<file path="config.mk">
export PLATFORM = sky130hd
export DESIGN_NAME = attn_ram
export DESIGN_NICKNAME = d
export VERILOG_FILES = /design/src/rtl/attn_ram.sv
export SDC_FILE = /design/constraint.sdc
export NUM_CORES = 1
export LEC_CHECK = 0
export BUFFER_PORTS_ARGS = -buffer_cell sky130_fd_sc_hd__clkbuf_2
export CAP_MARGIN = 20
export CORE_UTILIZATION = 50
export CTS_CLUSTER_DIAMETER = 150
export DETAILED_ROUTE_END_ITERATION = 12
export MAX_ROUTING_LAYER = met4
export PLACE_DENSITY = 0.67
export SLEW_MARGIN = 25
export SYNTH_ARGS = -nofsm -noshare
export SYNTH_HDL_FRONTEND = slang
export SYNTH_SLANG_ARGS = --single-unit
</file>
<file path="constraint.sdc">
create_clock -name clock -period 3.5 [get_ports clock]
set_clock_uncertainty 0.05 [all_clocks]
set_input_delay 0.525 -clock clock [delete_from_list [all_inputs] [get_ports clock]]
set_output_delay 0.525 -clock clock [all_outputs]
set_load 0.02 [all_outputs]
</file>
<file path="src/rtl/attn_ram.sv">
module attn_ram #(
   parameter int WIDTH = 16,
   parameter int DEPTH = 16,
   localparam int AW = (DEPTH > 1) ? $clog2(DEPTH) : 1
) (
   input  logic             clock,
   input  logic             wr_en,
   input  logic [AW-1:0]    wr_addr,
   input  logic [WIDTH-1:0] wr_data,
   input  logic [AW-1:0]    rd_addr,
   output logic [WIDTH-1:0] rd_data
);

   logic [WIDTH-1:0] mem_ff [DEPTH];
   logic [WIDTH-1:0] rd_data_ff;

   always_ff @(posedge clock) begin
      if (wr_en) begin
         mem_ff[wr_addr] <= wr_data;
      end
      rd_data_ff <= mem_ff[rd_addr];
   end

   assign rd_data = rd_data_ff;

endmodule

</file>
# After elaboration in Yosys (flattened, before gate mapping)
# Memory sizes are Yosys's and may differ from the RTL's. A register that Yosys moved wholly into a read port is not among the register bits.
# Index checks and enable logic that the tools add are counted.
dict set report totals {
  ff_bits 0
  mem_bits_rw 256
  inputBits 26
  out_inout_bits 16
  elab_cells 3
  n_memories 1
}
dict set report op_classes {
  n_mux 2
}
# memory words width rd rd_ports_with_merged_regs write_ports line
set mem_list {}
lappend mem_list {mem_ff 16 16 1 1 1 14} ;# logic [WIDTH-1:0] mem_ff [DEPTH];
# cell count
set ops {}
lappend ops {{$mux W1} 2}

# Logic depth before layout (Yosys ltp)
# Gate-level depths: netlist of run 1.
dict set report logic_depth {
  depth_word 2
  depth_mapped 5
  mapped_depth_nobuf 3
}

# Worst setup path after synthesis of run 1
# OpenSTA, ideal clock, no wires.
dict set report synth_timing {
  path_type {input to register}
  startpoint {input port wr_addr[2]}
  endpoint {memory mem_ff[0][0] (enable)}
  setup_time_ns 0.409
  arrival_time_ns 2.171
  t_required_ns 3.041
  slack_ns 0.870
  cell_stages 2
  path_buffers 0
  cell_sequence {or3b_2 -> nor3_1}
}
# element line
set synth_rtl {}
lappend synth_rtl {{start: declaration} 8} ;# input logic [AW-1:0] wr_addr,
lappend synth_rtl {{end: declaration} 14}
# Straight into the memory's write port.

# Worst setup path after layout of run 1
dict set report layout_timing {
  startpoint {input port wr_addr[2]}
  endpoint {memory mem_ff[0][5] (enable)}
}
# Straight into the memory's write port.

==> results of run 1 <==
worst max-delay path, stage by stage:
cell and delay, ns:
clkbuf_2 0.10, or3b_2 0.54, nor3_2 0.61, buf_4 0.35
how the worst max path moves through the flow:
stage / endpoint / slack, ns / cells after the start
after floorplan: mem_ff[0][0]$_DFFE_PP_ / 0.87 / 2
after global placement: mem_ff[0][1]$_DFFE_PP_ / 1.05 / 4
after global routing: mem_ff[0][9]$_DFFE_PP_ / 1.52 / 4
after CTS: mem_ff[0][9]$_DFFE_PP_ / 1.56 / 4
after detailed placement: mem_ff[0][7]$_DFFE_PP_ / 0.99 / 4
final: mem_ff[0][5]$_DFFE_PP_ / 1.53 / 4
kinds of logic after synthesis:
family	Yosys count
AO/OA/AOI/OAI	32
multiplexers	64
AND/OR/NAND/NOR	43
buffers and inverters	21
flip-flops	272
per-stage QoR:
step	total power, mW	area [um2]	setup WS (ns)	util
after detailed placement	4.08	10700	0.992	0.549
after global routing	7.02	11600	1.52	0.594
after floorplan	3.93	10000	0.870	-
final	6.83	11600	1.53	0.594
after global placement	4.07	10700	1.05	0.549
after CTS	6.88	11600	1.56	0.594
registers in the layout, summed over array words and instances, names as in the netlist:
signal   flops
mem_ff     256
rd_data     16
power groups by stage:
stage                     combinational, mW  sequential [mW]  clock [mW]
after floorplan                       0.178             3.75           0
after CTS                             0.349             3.66        2.87
final                                 0.345             3.66        2.82
after global placement                0.340             3.73           0
after global routing                  0.372             3.67        2.98
after detailed placement              0.347             3.73           0
layer usage:
| metal | vias up | global-route usage |
|---|---|---|
| met5 | - | - |
| met3 | 33 | 0.0333 |
| met1 | 2493 | 0.296 |
| met2 | 187 | 0.315 |
| met4 | 0 | 0.0560 |
| li1 | 1996 | - |
layout make-up:
cell class / count / area (um2) / share of cell area
Tap cell: 265 / 332 / 0.0285
Multi-Input combinational cell: 139 / 1960 / 0.169
Sequential cell: 272 / 8010 / 0.688
Timing Repair Buffer: 68 / 448 / 0.0385
Clock inverter: 9 / 108 / 0.00925
Clock buffer: 41 / 778 / 0.0669
Yosys cell counts:
cell,instances,area (um2)
a22oi_1,32,240
and2_1,1,6.26
buf_1,3,11.3
buf_2,3,15.0
buf_4,3,22.5
buf_6,4,45.0
clkbuf_1,8,30.0
dfxtp_1,16,320
edfxtp_1,256,7690
mux4_1,10,263
mux4_2,54,1220
nand2_1,17,63.8
nand2b_1,2,12.5
nand3_1,1,5.00
nand3b_1,2,15.0
nor2_1,13,48.8
nor2b_1,2,12.5
nor3_1,4,20.0
or3b_2,1,8.76
==> metrics.md, run 1 <==
| Metric | Value |
|---|---|
| Status | finished, final reports clean |
| Hold EP | mem_ff[4][14]$_DFFE_PP_ |
| Wire length per cell | 25.1 um |
| Final hold vios | 0 |
| Endpoints failing setup | 0 |
| Synthesis warning total | 0 |
| Largest family of logic cells by synthesized area | multiplexers |
| Seq pwr share | 0.536 |
| Clk buf depth | 3 |
| Synth Area in Compound Gates | 0.0239 |
| Sequential share of the synthesized area | 0.797 |
| Nets | 534 |
| CTS buffer count | 27 |
| R2R depth | 3 |
| Worst hold margin | 0.351 ns |
| Tcrit/Tclk final | 0.562 |
| Worst hold stages | 1 |
| Critical path arrival | 2.14 ns |
| FILL cells | 1384 |
| Gate power share | 0.050 |
| Per-instance average area after synthesis | 23.2 um2 |
| Startpoint Class | input pin |
| Clk_lat worst skew | 0.53 ns |
| Vias per inst | 5.93 |
| I/O Pins | 42 |
| # Post-CTS Setup Buffers | 0 |
| RR Endpoint | rd_data[11]$_DFF_P_ |
| TNS Setup | 0 ns |
| Class of the worst hold path | input pin to flip-flop |
| Switching power | 1.37 mW |
| Worst-path clk slew | 0.06 ns |
| Routability cong. | 0.747 |
| Post-Synth Simple-Gate Area | 0.0192 |
| GRT overflow | 0 |
| Leak | 3.82 nW |
| Achievable Freq | 508 MHz |
| Post-synthesis cell type count | 19 |
| Hold Startpoint | wr_data[14] |
| DP HPWL | 11400 um |
| Largest net degree at the start of global routing | 39 |
| RSZ-0062 raised after global routing | false |
| #FFs+latches synth | 272 |
| Min Tclk post-route | 1.97 ns |
| Initial antenna violation count | 0 |
| Final std cells w/o fill | 794 |
| VDD IR max | 0.375 mV |
| Placed Cells | 744 |
| Adder-cell share of the synthesized area | 0 |
| CP max FO | 10 |
| Mux share of post-synthesis cell area | 0.147 |
| Worst Tran Pin Value | 0.809 ns |
| Power per cell area | 587 nW/um2 |
| Setup CP Type | input pin to flip-flop |
| Critical Path Sink Type | flip-flop |
| Vert. Die Dim | 144 um |
| Slew HR | 0.458 |
| Routed Antenna Nets | 0 |
| Int Pwr | 5.46 mW |
| Layout cells sized above 1 | 0.333 |
| Row Count | 51 |
| Vias in the first global route | 4738 |
| Sink Count | 272 |
| TritonCTS clock tree | yes |
| Global-route wire length before repair | 29100 um |
| Resized Gates After CTS | 0 |
| Tot GR Track Use | 0.207 |
| Sw Share | 0.200 |
| Commonest cells after routing, fill and taps aside | edfxtp_1 (256), mux4_2 (54), clkbuf_2 (40) |
| WL final | 20000 um |
| WL met2 | 9440 um |
| Placeable core region | 19600 um2 |
| Die Area | 20700 um2 |
| MaxCap Viol Count | 0 |
| Hold-fix buffer count after cts | 0 |
| Root buf cell | clkbuf_16 |
| DR iter-0 viols | 413 |
| H-tree Lvls | 1 |
| Mapped cell area | 10000 um2 |
| DRT Pass-1 Iters | 5 |
| Drt drc | 0 |
| Met3 WL | 1360 um |
| CP startpoint | wr_addr[2] |
| Most common cell after layout, fill and taps aside | edfxtp_1 |
| Clock power share | 0.413 |
| Final Max Tran Viols | 0 |
| Synth Instances | 432 |
| Syn Nets | 458 |
| R2r startpoint | mem_ff[8][11]$_DFFE_PP_ |
| Max Used Layer | met4 |
| Die W | 144 um |
| Layout area overhead | 15.8% |
| # diodes | 0 |
| Crit path required time | 3.67 ns |
| Metal-1 WL | 8760 um |
| R2R setup slack | 2.06 ns |
| Initial Utilization | 0.513 |
| I/O Buffers | 41 |
| Via count | 4709 |
| Xor/xnor share of the synthesized area | 0 |
(Power assumes the default switching activity.)
==> run 2: changes to the inputs <==
--- a/config.mk
+++ b/config.mk
@@ -5,6 +5,7 @@
 export SDC_FILE = /design/constraint.sdc
 export NUM_CORES = 1
 export LEC_CHECK = 0
+export ABC_AREA = 1
 export BUFFER_PORTS_ARGS = -buffer_cell sky130_fd_sc_hd__clkbuf_2
 export CAP_MARGIN = 20
 export CORE_UTILIZATION = 50
==> constraint.sdc (replaced) <==
create_clock -name clock -period 2 [get_ports clock]
set_clock_uncertainty 0.05 [all_clocks]
set_input_delay 0.3 -clock clock [delete_from_list [all_inputs] [get_ports clock]]
set_output_delay 0.3 -clock clock [all_outputs]
set_load 0.02 [all_outputs]
==> run 2 against run 1 <==
Core utilization shrank 0.30 points. Combinational power grew 130%. Total power grew 84%. Setup slack lost 1.0 ns. Routed wire length grew 29%. First-iteration DRC count grew 60%. Clock-buffer cell count shrank 3. Cell count grew 81%. Clock power grew 89%. Sequential power grew 75%. Non-clock buffer count grew 16. Critical path depth shrank 3. Critical endpoint is now rd_data[6]. Largest cell class unchanged. Highest routed layer unchanged.
==> metrics.md, run 2 <==
| Metric | Value |
|---|---|
| DP HPWL | 15200 um |
| Clk buf depth | 3 |
| Resized Gates After CTS | 0 |
| Status | finished, final reports clean |
| Routed Antenna Nets | 0 |
| Global-route wire length before repair | 40200 um |
| Layout area overhead | 14.7% |
| Slowest-stage cell, CP | dfxtp_1 |
| H-tree Lvls | 1 |
| Critical Path Sink Type | output pin |
| Synth top cells by count | nand2_1 (341), edfxtp_1 (256), inv_1 (196) |
| Sequential share of the synthesized area | 0.704 |
| Largest net degree at the start of global routing | 67 |
| Post-synthesis cell type count | 13 |
| Synth Instances | 1074 |
| # Post-CTS Setup Buffers | 0 |
| Nets | 1163 |
| Yosys top cell by area | edfxtp_1 |
| Int Pwr | 9.87 mW |
| Kind of cell adding the most delay to the critical path | flip-flops |
| Crit path required time | 1.65 ns |
| CTS buffer count | 28 |
| MaxCap Viol Count | 0 |
| RSZ-0062 raised after global routing | false |
| Startpoint Class | flip-flop |
| Synthesis warning total | 0 |
| Gate power share | 0.064 |
| #FFs+latches synth | 272 |
| GRT overflow | 0 |
| Worst-path clk slew | 0.06 ns |
| Die W | 153 um |
| Endpoints failing setup | 0 |
| CP max FO | 1 |
| Buf/Inv on CP | 1 |
| I/O Pins | 42 |
| DR iter-0 viols | 661 |
| Per-instance average area after synthesis | 10.6 um2 |
| Largest register FFs | 256 |
| Vias in the first global route | 7009 |
| Via count | 7443 |
| Wire length per cell | 17.9 um |
| Syn Nets | 1100 |
| TNS Setup | 0 ns |
| Ys flop type | edfxtp_1 |
| Placeable core region | 22100 um2 |
| Leading cell type by number of instances after synthesis | nand2_1 |
| Clock power share | 0.425 |
| Min Tclk post-route | 1.49 ns |
| Switching power | 2.67 mW |
| Sw Share | 0.213 |
| Final instance area | 13100 um2 |
| Fraction of post-synthesis cell area in the top cell type by area | 0.675 |
| Worst Tran Pin Value | 0.383 ns |
| Leak | 5.66 nW |
| Setup CP Type | flip-flop to output pin |
| Post-place instance area | 12100 um2 |
| Mapped cell area | 11400 um2 |
| Die Area | 23400 um2 |
| Most common cell after layout, fill and taps aside | nand2_1 |
| Vert. Die Dim | 153 um |
| WL final | 25800 um |
| Clk_lat worst skew | 0.53 ns |
| Sink Count | 272 |
| Slew HR | 0.745 |
| Critical path arrival | 1.14 ns |
| Vias per inst | 5.17 |
| Drt drc | 0 |
| DRT Pass-1 Iters | 5 |
| TritonCTS clock tree | yes |
| I/O Buffers | 41 |
| Initial antenna violation count | 1 |
| Tot GR Track Use | 0.235 |
| Tot Pwr | 12.5 mW |
| Class of the worst hold path | input pin to flip-flop |
| CP cell instances | clkbuf_2 |
| Ys async rst share | 0 |
| Final hold vios | 0 |
| Max incr delay on CP | 0.40 ns |
| Root buf cell | clkbuf_16 |
| VDD IR max | 0.623 mV |
| Hold-fix buffer count after cts | 0 |
| Routability cong. | 0.807 |
| Final Max Tran Viols | 0 |
| FILL cells | 1774 |
| Seq pwr share | 0.511 |
| Layout cells sized above 1 | 0.124 |
| Tcrit/Tclk final | 0.744 |
| Initial Utilization | 0.515 |
| Top area cells in the synthesized netlist | edfxtp_1 (68%), nand2_1 (11%), nand3_1 (8.5%), inv_1 (6.5%), dfxtp_1 (2.8%) |
| Row Count | 54 |
| Achievable Freq | 672 MHz |
| Most flop-heavy register | mem_ff |
| Power per cell area | 961 nW/um2 |
| Commonest cells after routing, fill and taps aside | nand2_1 (341), edfxtp_1 (256), inv_1 (196) |
| EDFF count, synth | 256 |
-- run 2: worst paths after layout --
| check | slack (ns) | to | depth (start not counted) | start |
|---|---|---|---|---|
| min reg2reg | 0.61 | rd_data[4]$_DFF_P_ | 6 | mem_ff[10][4]$_DFFE_PP_ |
| min | 0.14 | mem_ff[1][15]$_DFFE_PP_ | 1 | wr_data[15] |
| max | 0.51 | rd_data[6] | 1 | rd_data[6]$_DFF_P_ |
| max reg2reg | 0.98 | rd_data[14]$_DFF_P_ | 6 | mem_ff[7][14]$_DFFE_PP_ |
-- run 2: power groups by stage --
stage               sequential (mW)  clock, mW  combinational [mW]
CTS                            6.41       5.39               0.803
global placement               6.53          0               0.781
floorplan                      6.57          0               0.430
global route                   6.42       5.65               0.880
detailed placement             6.53          0               0.799
finish                         6.41       5.33               0.797
-- run 2: area by class of cell --
class	count	area [um2]	share of cell area
Antenna cell	2	5.00	0.000383
Clock buffer	38	790	0.0605
Clock inverter	13	164	0.0126
Inverter	198	744	0.0570
Multi-Input combinational cell	553	2360	0.181
Sequential cell	272	8010	0.613
Tap cell	280	350	0.0268
Timing Repair Buffer	84	631	0.0483
-- run 2: through the flow --
| stage | hold WS, ns | util | instances | worst slack (ns) |
|---|---|---|---|---|
| after floorplan | 0.349 | - | 1074 | 0.350 |
| after global placement | 0.590 | 0.548 | 1387 | 0.490 |
| after detailed placement | 0.587 | 0.548 | 1387 | 0.459 |
| after global routing | 0.140 | 0.591 | 1439 | 0.486 |
| after CTS | 0.121 | 0.591 | 1438 | 0.511 |
| final | 0.141 | 0.591 | 1440 | 0.512 |
-- run 2: layer usage --
layer  up-vias  part of all wire  track usage
met4         0             0.018       0.0625
met3        36             0.070       0.0380
li1       3598                 -            -
met1      3574              0.44        0.325
met2       235              0.47        0.362
met5         -                 0            -
-- run 2: logic make-up after synthesis --
family        count (synthesis)  synth area share
buf+inv                     249            0.0921
flops                       272             0.704
simple gates                553             0.204
==> run 3: changes to the inputs <==
--- a/config.mk
+++ b/config.mk
@@ -12,7 +12,7 @@
 export CTS_CLUSTER_DIAMETER = 150
 export DETAILED_ROUTE_END_ITERATION = 12
 export MAX_ROUTING_LAYER = met4
-export PLACE_DENSITY = 0.67
+export PLACE_DENSITY = 0.69
 export SLEW_MARGIN = 25
 export SYNTH_ARGS = -nofsm -noshare
 export SYNTH_HDL_FRONTEND = slang
==> constraint.sdc (replaced) <==
create_clock -name clock -period 1.21 [get_ports clock]
set_clock_uncertainty 0.05 [all_clocks]
set_input_delay 0.1815 -clock clock [delete_from_list [all_inputs] [get_ports clock]]
set_output_delay 0.1815 -clock clock [all_outputs]
set_load 0.02 [all_outputs]
==> run 3 against run 2 <==
The flow now finishes with violations (setup timing). Critical path depth stayed put. Sequential power increased by 65%. Setup slack got worse by 0.52 ns. Largest power group unchanged. Via count rose by 1.2%. Largest cell class unchanged. Global-route usage up 0.32 points. First-iteration DRC count rose by 25%. Core utilization increased by 2.6 points. Clock power grew 56%.
==> metrics.md, run 3 (synthesis results as in run 2) <==
| Metric | Value |
|---|---|
| MaxCap Viol Count | 0 |
| Achievable Freq | 822 MHz |
| Critical path arrival | 0.99 ns |
| WL final | 26100 um |
| Worst hold margin | 0.0236 ns |
| Slowest-stage cell, CP | dfxtp_2 |
| GRT overflow | 0 |
| Nets | 1185 |
| Commonest cells after routing, fill and taps aside | nand2_1 (341), edfxtp_1 (256), inv_1 (196) |
| Largest net degree at the start of global routing | 36 |
| Failing checks | setup timing |
| Initial antenna violation count | 1 |
| Kind of cell adding the most delay to the critical path | flip-flops |
| Leak | 5.87 nW |
| Via count | 7532 |
| Final Max Tran Viols | 0 |
| Power per cell area | 1510 nW/um2 |
| Startpoint Class | flip-flop |
| Vias per inst | 5.15 |
| Global-route wire length before repair | 40900 um |
| Buf/Inv on CP | 1 |
| Final worst slack | -0.00701 ns |
| Slew HR | 0.740 |
| Endpoints failing setup | 2 |
| Worst Tran Pin Value | 0.389 ns |
| Vias in the first global route | 7247 |
| Max incr delay on CP | 0.34 ns |
| TNS Setup | -0.0120 ns |
| Routed Antenna Nets | 0 |
| H-tree Lvls | 1 |
| DR iter-0 viols | 823 |
| Wire length per cell | 17.8 um |
| I/O Pins | 42 |
| CP cell instances | buf_8 |
| Hold-fix buffer count after cts | 0 |
| CTS buffer count | 28 |
| I/O Buffers | 41 |
| Tot GR Track Use | 0.238 |
| Placeable core region | 22100 um2 |
| Most common cell after layout, fill and taps aside | nand2_1 |
| Layout area overhead | 19.8% |
| Final hold vios | 0 |
| Post-place instance area | 12500 um2 |
| Most flop-heavy register | mem_ff |
| Die Area | 23400 um2 |
| Setup CP Type | flip-flop to output pin |
| R2R setup slack | 0.11 ns |
| Drt drc | 0 |
| Tot Pwr | 20.6 mW |
| Critical Path Sink Type | output pin |
| RSZ-0062 raised after global routing | true |
| Worst slack, placed | -0.151 ns |
| Initial Utilization | 0.515 |
| Crit path required time | 0.98 ns |
| Worst-path clk slew | 0.06 ns |
| Die W | 153 um |
| Tcrit/Tclk final | 1.01 |
| # Post-CTS Setup Buffers | 0 |
| TritonCTS clock tree | yes |
| Sink Count | 272 |
| Class of the worst hold path | input pin to flip-flop |
| Final instance area | 13600 um2 |
| Min Tclk post-route | 1.22 ns |
| Clk_lat worst skew | 0.53 ns |
| Status | finished, violations left |
| DRT Pass-1 Iters | 5 |
| DP HPWL | 16100 um |
| Row Count | 54 |
| Vert. Die Dim | 153 um |
| CP max FO | 1 |
| Root buf cell | clkbuf_16 |
| Layout cells sized above 1 | 0.153 |
| VDD IR max | 1.31 mV |
| Routability cong. | 0.762 |
| Clk buf depth | 3 |
| Largest register FFs | 256 |
==> run 3: stage by stage <==
stage	utilization	instances
2_1_floorplan	-	1074
3_3_place_gp	0.568	1409
3_5_place_dp	0.568	1409
4_1_cts	0.616	1461
5_1_grt	0.617	1462
6_report	0.617	1462
==> run 3: final cells by class <==
type / count / area [um2]
flip-flops and latches: 272 / 8030
well taps: 280 / 350
inverters: 198 / 744
diodes: 1 / 2.50
fillers: 1677 / 8460
clock inverters: 8 / 62.6
clock buffers: 44 / 842
repair buffers: 106 / 1230
multi-input cells: 553 / 2370
==> run 3: power breakdown <==
part,leakage [nW],internal (mW),switching (mW)
logic,2.98,0.617,0.972
registers,2.45,10.5,0.0807
clock network,0.448,4.96,3.38
==> run 3: worst paths after layout <==
path,start,endpoint,cells past startpoint
worst max-delay path,rd_data[9]$_DFF_P_,rd_data[9],1
worst min-delay path,wr_data[6],mem_ff[9][6]$_DFFE_PP_,1
worst max register to register,mem_ff[3][6]$_DFFE_PP_,rd_data[6]$_DFF_P_,6
worst min register to register,mem_ff[15][7]$_DFFE_PP_,rd_data[7]$_DFF_P_,6
==> run 3: metal layers <==
layer | track usage | up-vias | share of wire
met3 | 0.0255 | 51 | 0.057
met5 | - | - | 0
li1 | - | 3637 | -
met4 | 0.0601 | 0 | 0.022
met1 | 0.325 | 3588 | 0.43
met2 | 0.383 | 256 | 0.49
==> run 3: what timing repair did <==
action,4_1_cts,5_1_grt
hold endpoints to repair,0,0
gates resized for setup,44,19
cloned,0,0
setup endpoints to repair,16,16
